===== src/hw/rtl/indexed_min_heap_decrease_key_unit_macros.svh =====
// Assertion macros for the heap unit; expect clk_i and rst_ni in scope.
`ifndef INDEXED_MIN_HEAP_DECREASE_KEY_UNIT_MACROS_SVH
`define INDEXED_MIN_HEAP_DECREASE_KEY_UNIT_MACROS_SVH

// Check while out of reset.
`define IMHDK_ASSERT(name, prop, msg) \
  name: assert property (@(posedge clk_i) disable iff (!rst_ni) prop) \
    else $error(msg);

// Check on every edge, reset included.
`define IMHDK_ASSERT_ALWAYS(name, prop, msg) \
  name: assert property (@(posedge clk_i) prop) else $error(msg);

`endif


===== src/hw/rtl/imhdk_ram.sv =====
module imhdk_ram #(
  parameter int unsigned WIDTH = 8,
  parameter int unsigned DEPTH = 256,
  localparam int unsigned AW   = (DEPTH > 1) ? $clog2(DEPTH) : 1
) (
  input  logic             clk_i,
  input  logic             we_i,
  input  logic [AW-1:0]    waddr_i,
  input  logic [WIDTH-1:0] wdata_i,
  input  logic             re_i,
  input  logic [AW-1:0]    raddr_i,
  output logic [WIDTH-1:0] rdata_o
);

  logic [WIDTH-1:0] mem_q [DEPTH];
  logic [WIDTH-1:0] rdata_q;

  always_ff @(posedge clk_i) begin
    if (we_i) begin
      mem_q[waddr_i] <= wdata_i;
    end
    if (re_i) begin
      rdata_q <= mem_q[raddr_i];
    end
  end

  assign rdata_o = rdata_q;

endmodule


===== config.mk =====
export PLATFORM = sky130hd
export DESIGN_NAME = imhdk_ram
export DESIGN_NICKNAME = d
export VERILOG_FILES = /design/src/hw/rtl/indexed_min_heap_decrease_key_unit_macros.svh /design/src/hw/rtl/imhdk_ram.sv
export SDC_FILE = /design/constraint.sdc
export NUM_CORES = 2
export LEC_CHECK = 0
export CAP_MARGIN = 20
export CELL_PAD_IN_SITES_DETAIL_PLACEMENT = 1
export CELL_PAD_IN_SITES_GLOBAL_PLACEMENT = 2
export CORE_MARGIN = 2
export CORE_UTILIZATION = 46
export DETAILED_ROUTE_END_ITERATION = 10
export DONT_BUFFER_PORTS = 1
export GPL_TIMING_DRIVEN = 0
export PLACE_DENSITY_LB_ADDON = 0.1
export SYNTH_ARGS = -nofsm -noshare
export SYNTH_HDL_FRONTEND = slang
export SYNTH_SLANG_ARGS = --single-unit

===== constraint.sdc =====
create_clock -name clk_i -period 2.3 [get_ports clk_i]
set_clock_uncertainty 0.05 [all_clocks]
set_input_delay 0.23 -clock clk_i [delete_from_list [all_inputs] [get_ports clk_i]]
set_output_delay 0.23 -clock clk_i [all_outputs]
set_load 0.01 [all_outputs]

==> flow_summary.ini <==
[synthesis]
async_reset_ff_share_pct = 0
yosysTopAreaCellShare_pct = 77.5
yosysSeqAreaShare_pct = 77.5
postSynthAreaPerCell_sq_um = 21.3
yosysTopAreaCell = sky130_fd_sc_hd__edfxtp_1
ys.flop_type = sky130_fd_sc_hd__edfxtp_1
yosys_warnings = 0
synth.distinct_cells = 54
synth_area_sq_um = 79600
postSynthRegisterBits = 2056
synthesis.instances = 3733
synth-edff-count = 2056
synth_nets = 3760
ys_top_cells_by_area = sky130_fd_sc_hd__edfxtp_1 78%, sky130_fd_sc_hd__mux4_2 13%, sky130_fd_sc_hd__mux2i_1 1.7%

[min_path]
timing.hold.worst_path_depth = 0
whs_endpoint = mem_q[150][5]
worst_hold_startpoint = wdata_i[5]
hold_class = input pin to flop

[detailed_routing]
postRouteAntennaNets = 0
detailedRoute.firstIterationViolations = 5290
wl_per_cell_um = 40.6
drt_pass1_iterations = 5
postRouteWirelength_um = 264000
via_count = 41400
drc = 0
vias_per_cell = 6.38

[cts]
clkSinkCount = 2056
tritoncts_clock_tree = done
htree_num_levels = 4
cts.root.buffer_cell = sky130_fd_sc_hd__clkbuf_16
clock_path_buffers = 3
cts_inserted_buffers = 209
cts_hold_buffers = 4
clkTransAtPathRegs_ns = 0.06
insertion_delay_ns = 0.87

[run_status]
violations_in_the_final_reports = hold timing, setup timing
result_of_the_run = finished, violations left

[final_layout]
mostFrequentLayoutCells = 2056 x sky130_fd_sc_hd__edfxtp_1, 454 x sky130_fd_sc_hd__mux4_2, 211 x sky130_fd_sc_hd__clkbuf_16
final_nets = 4029
drive_gt1_share_pct = 29.5
layout_commonest_cell = sky130_fd_sc_hd__edfxtp_1
area.growth.synth_to_final_pct = 14.9
fill_cells = 14800
post-route-util_pct = 53.3

[setup_path]
path_class = input pin to flop
stage_delay_of_the_slowest_cell_on_the_critical_path_ns = 0.59
crit_path_top_delay_cell = sky130_fd_sc_hd__nor2_1
critical_path.reg2reg.endpoint = rdata_o[6]
crit_cells = 10
number_of_buffers_and_inverters_on_the_critical_path = 5
crit-reg2reg-launch = mem_q[83][6]
worst_setup_path_end_kind = flop
worst_path_dominant_cell_family = simple AND/OR/NAND/NOR gates
regToRegSetupSlack_ns = -0.38
crit_path_max_fo = 10
worstPathCellList = buf_2, buf_6, buf_4, clkbuf_2, buf_8, nor2_1, a22oi_1, a31oi_1, nor4_2, nor4_4
cp_data_arrival_time_ns = 3.30
worstPathRequired_ns = 2.83
worstSetupStartpointType = input pin
ff2ff_path_depth = 6

[die]
die_area_sq_um = 176000
std_cell_rows = 152
fp.dieW_um = 420
die-height_um = 420
fp.coreArea_sq_um = 172000
starting_utilization_of_the_core_area_pct = 46.4
design.portCount = 35

[global_routing]
grt_start_max_net_pins = 257
global_route_wire_length_before_repair_um = 359000
grt_util_all_layers_pct = 30.3
grt_pass1_vias = 42000
globalRouteOverflowTotal = 0
antenna_found_initial = 16

[sta]
postLayoutSetupSlackWorst_ns = -0.477
fmax_mhz = 360
max-slew-margin-rel_pct = 12.9
setup-tns-final_ns = -3.02
worst_pin_slew_ns = 1.31
timing.final.crit_share_pct = 121
hold-worst-slack_ns = -0.537
grt_setup_unrepaired = yes
final-setup-viol-count = 39
drv_slew = 0
period_needed_ns = 2.78
timing.final.hold_violations = 1670

[placed_design]
gp_weighted_congestion = 0.897
dp_hpwl_um = 170000
numPortBuffers = 0

[power_and_ir_drop]
static-leakage-power_nw = 27.9
ir_drop_uv = 755
power.density_nw_per_um2 = 855

[job]
total_of_max_cap_violations = 0
kinds of logic (layout without fill, tap and decap cells):
logic type | after synthesis | after routing | synth area share [%]
compound gates | 385 | 385 | 3.42
buf+inv | 235 | 671 | 1.83
flops | 2056 | 2056 | 77.5
mux | 591 | 591 | 14.6
other cells | 0 | 5 | 0
simple gates | 466 | 466 | 2.63
where the power goes:
| part | switching [mW] | internal (mW) | leakage [nW] | total (mW) |
|---|---|---|---|---|
| Clock | 14.7 | 18.0 | 3.13 | 32.7 |
| Combinational | 2.76 | 1.46 | 6.30 | 4.23 |
| Sequential | 0.0338 | 41.3 | 18.5 | 41.4 |
| Total | 17.5 | 60.8 | 27.9 | 78.3 |
synthesized netlist by cell type, drive strengths merged (2+ instances only):
cell	number
edfxtp	2056
o21ai	12
buf	122
a22o	8
a21oi	96
nand2b	8
a311oi	2
nand2	33
nand3	34
o22ai	28
nor4	27
and2	6
a211oi	16
a31oi	2
o211ai	10
a221oi	14
mux2i	134
o22a	5
or2	4
and3b	2
nor3	22
nand3b	2
a2111oi	5
o221ai	47
nor2	282
nand4	10
clkbuf	111
a22oi	133
mux4	456
nor2b	31
o32ai	5
sequential cells by signal (all words and copies together) (netlist names):
name,cells
mem_q,2048
rdata_o,8
metrics by stage:
stage	total power [mW]	std cells	setup WS, ns	cell area, sq um
6_report	78.3	6484	-0.477	91500
5_1_grt	79.9	6479	-0.396	91500
4_1_cts	78.5	6472	-0.351	91100
3_5_place_dp	46.0	6080	-2.78	83000
3_3_place_gp	45.9	6043	-3.49	82600
2_1_floorplan	44.2	3733	0.000943	79700
area by class of cell:
cell class                      instances  area, sq um  share of cell area [%]
Inverter                                2         7.51                 0.00820
Multi-Input combinational cell       1442        18000                    19.7
Clock inverter                        117          955                    1.04
Sequential cell                      2056        61700                    67.5
Tap cell                             2310         2890                    3.16
Clock buffer                          261         5470                    5.97
Timing Repair Buffer                   59          588                   0.643
Buffer                                232         1840                    2.01
Antenna cell                            5         12.5                  0.0137
metal layers:
layer | up-vias | GRT usage [%] | wire, um
li1 | 16300 | - | -
met3 | 404 | 5.81 | 20200
met4 | 4 | 11.3 | 10200
met1 | 22800 | 42.5 | 108000
met5 | - | 0 | 23
met2 | 1860 | 47.5 | 125000
worst register-to-register path: stages (launching register included):
cell	delay, ns
sky130_fd_sc_hd__edfxtp_1	0.36
sky130_fd_sc_hd__mux4_2	0.49
sky130_fd_sc_hd__a22o_1	0.30
sky130_fd_sc_hd__a221oi_4	0.42
sky130_fd_sc_hd__o32ai_2	0.26
sky130_fd_sc_hd__nor3_4	0.39
sky130_fd_sc_hd__nor4_4	0.15
how the worst max path moves through the flow:
stage	end	slack [ns]	from
2_1_floorplan	rdata_o[2]	0.0009	raddr_i[0]
3_3_place_gp	rdata_o[1]	-3.49	raddr_i[1]
3_5_place_dp	rdata_o[4]	-2.78	raddr_i[1]
4_1_cts	rdata_o[6]	-0.35	mem_q[83][6]
5_1_grt	rdata_o[3]	-0.40	mem_q[82][3]
6_report	rdata_o[3]	-0.48	raddr_i[1]
timing repair:
| action | in CTS | in global routing |
|---|---|---|
| buffers inserted | 12 | 1 |
| pin swaps | 15 | 8 |
| cloned | 0 | 0 |
| hold endpoints to repair | 2080 | 2048 |
| setup endpoints to repair | 1336 | 864 |
| resized for setup | 420 | 97 |
Power figures use the tool's default switching activity.
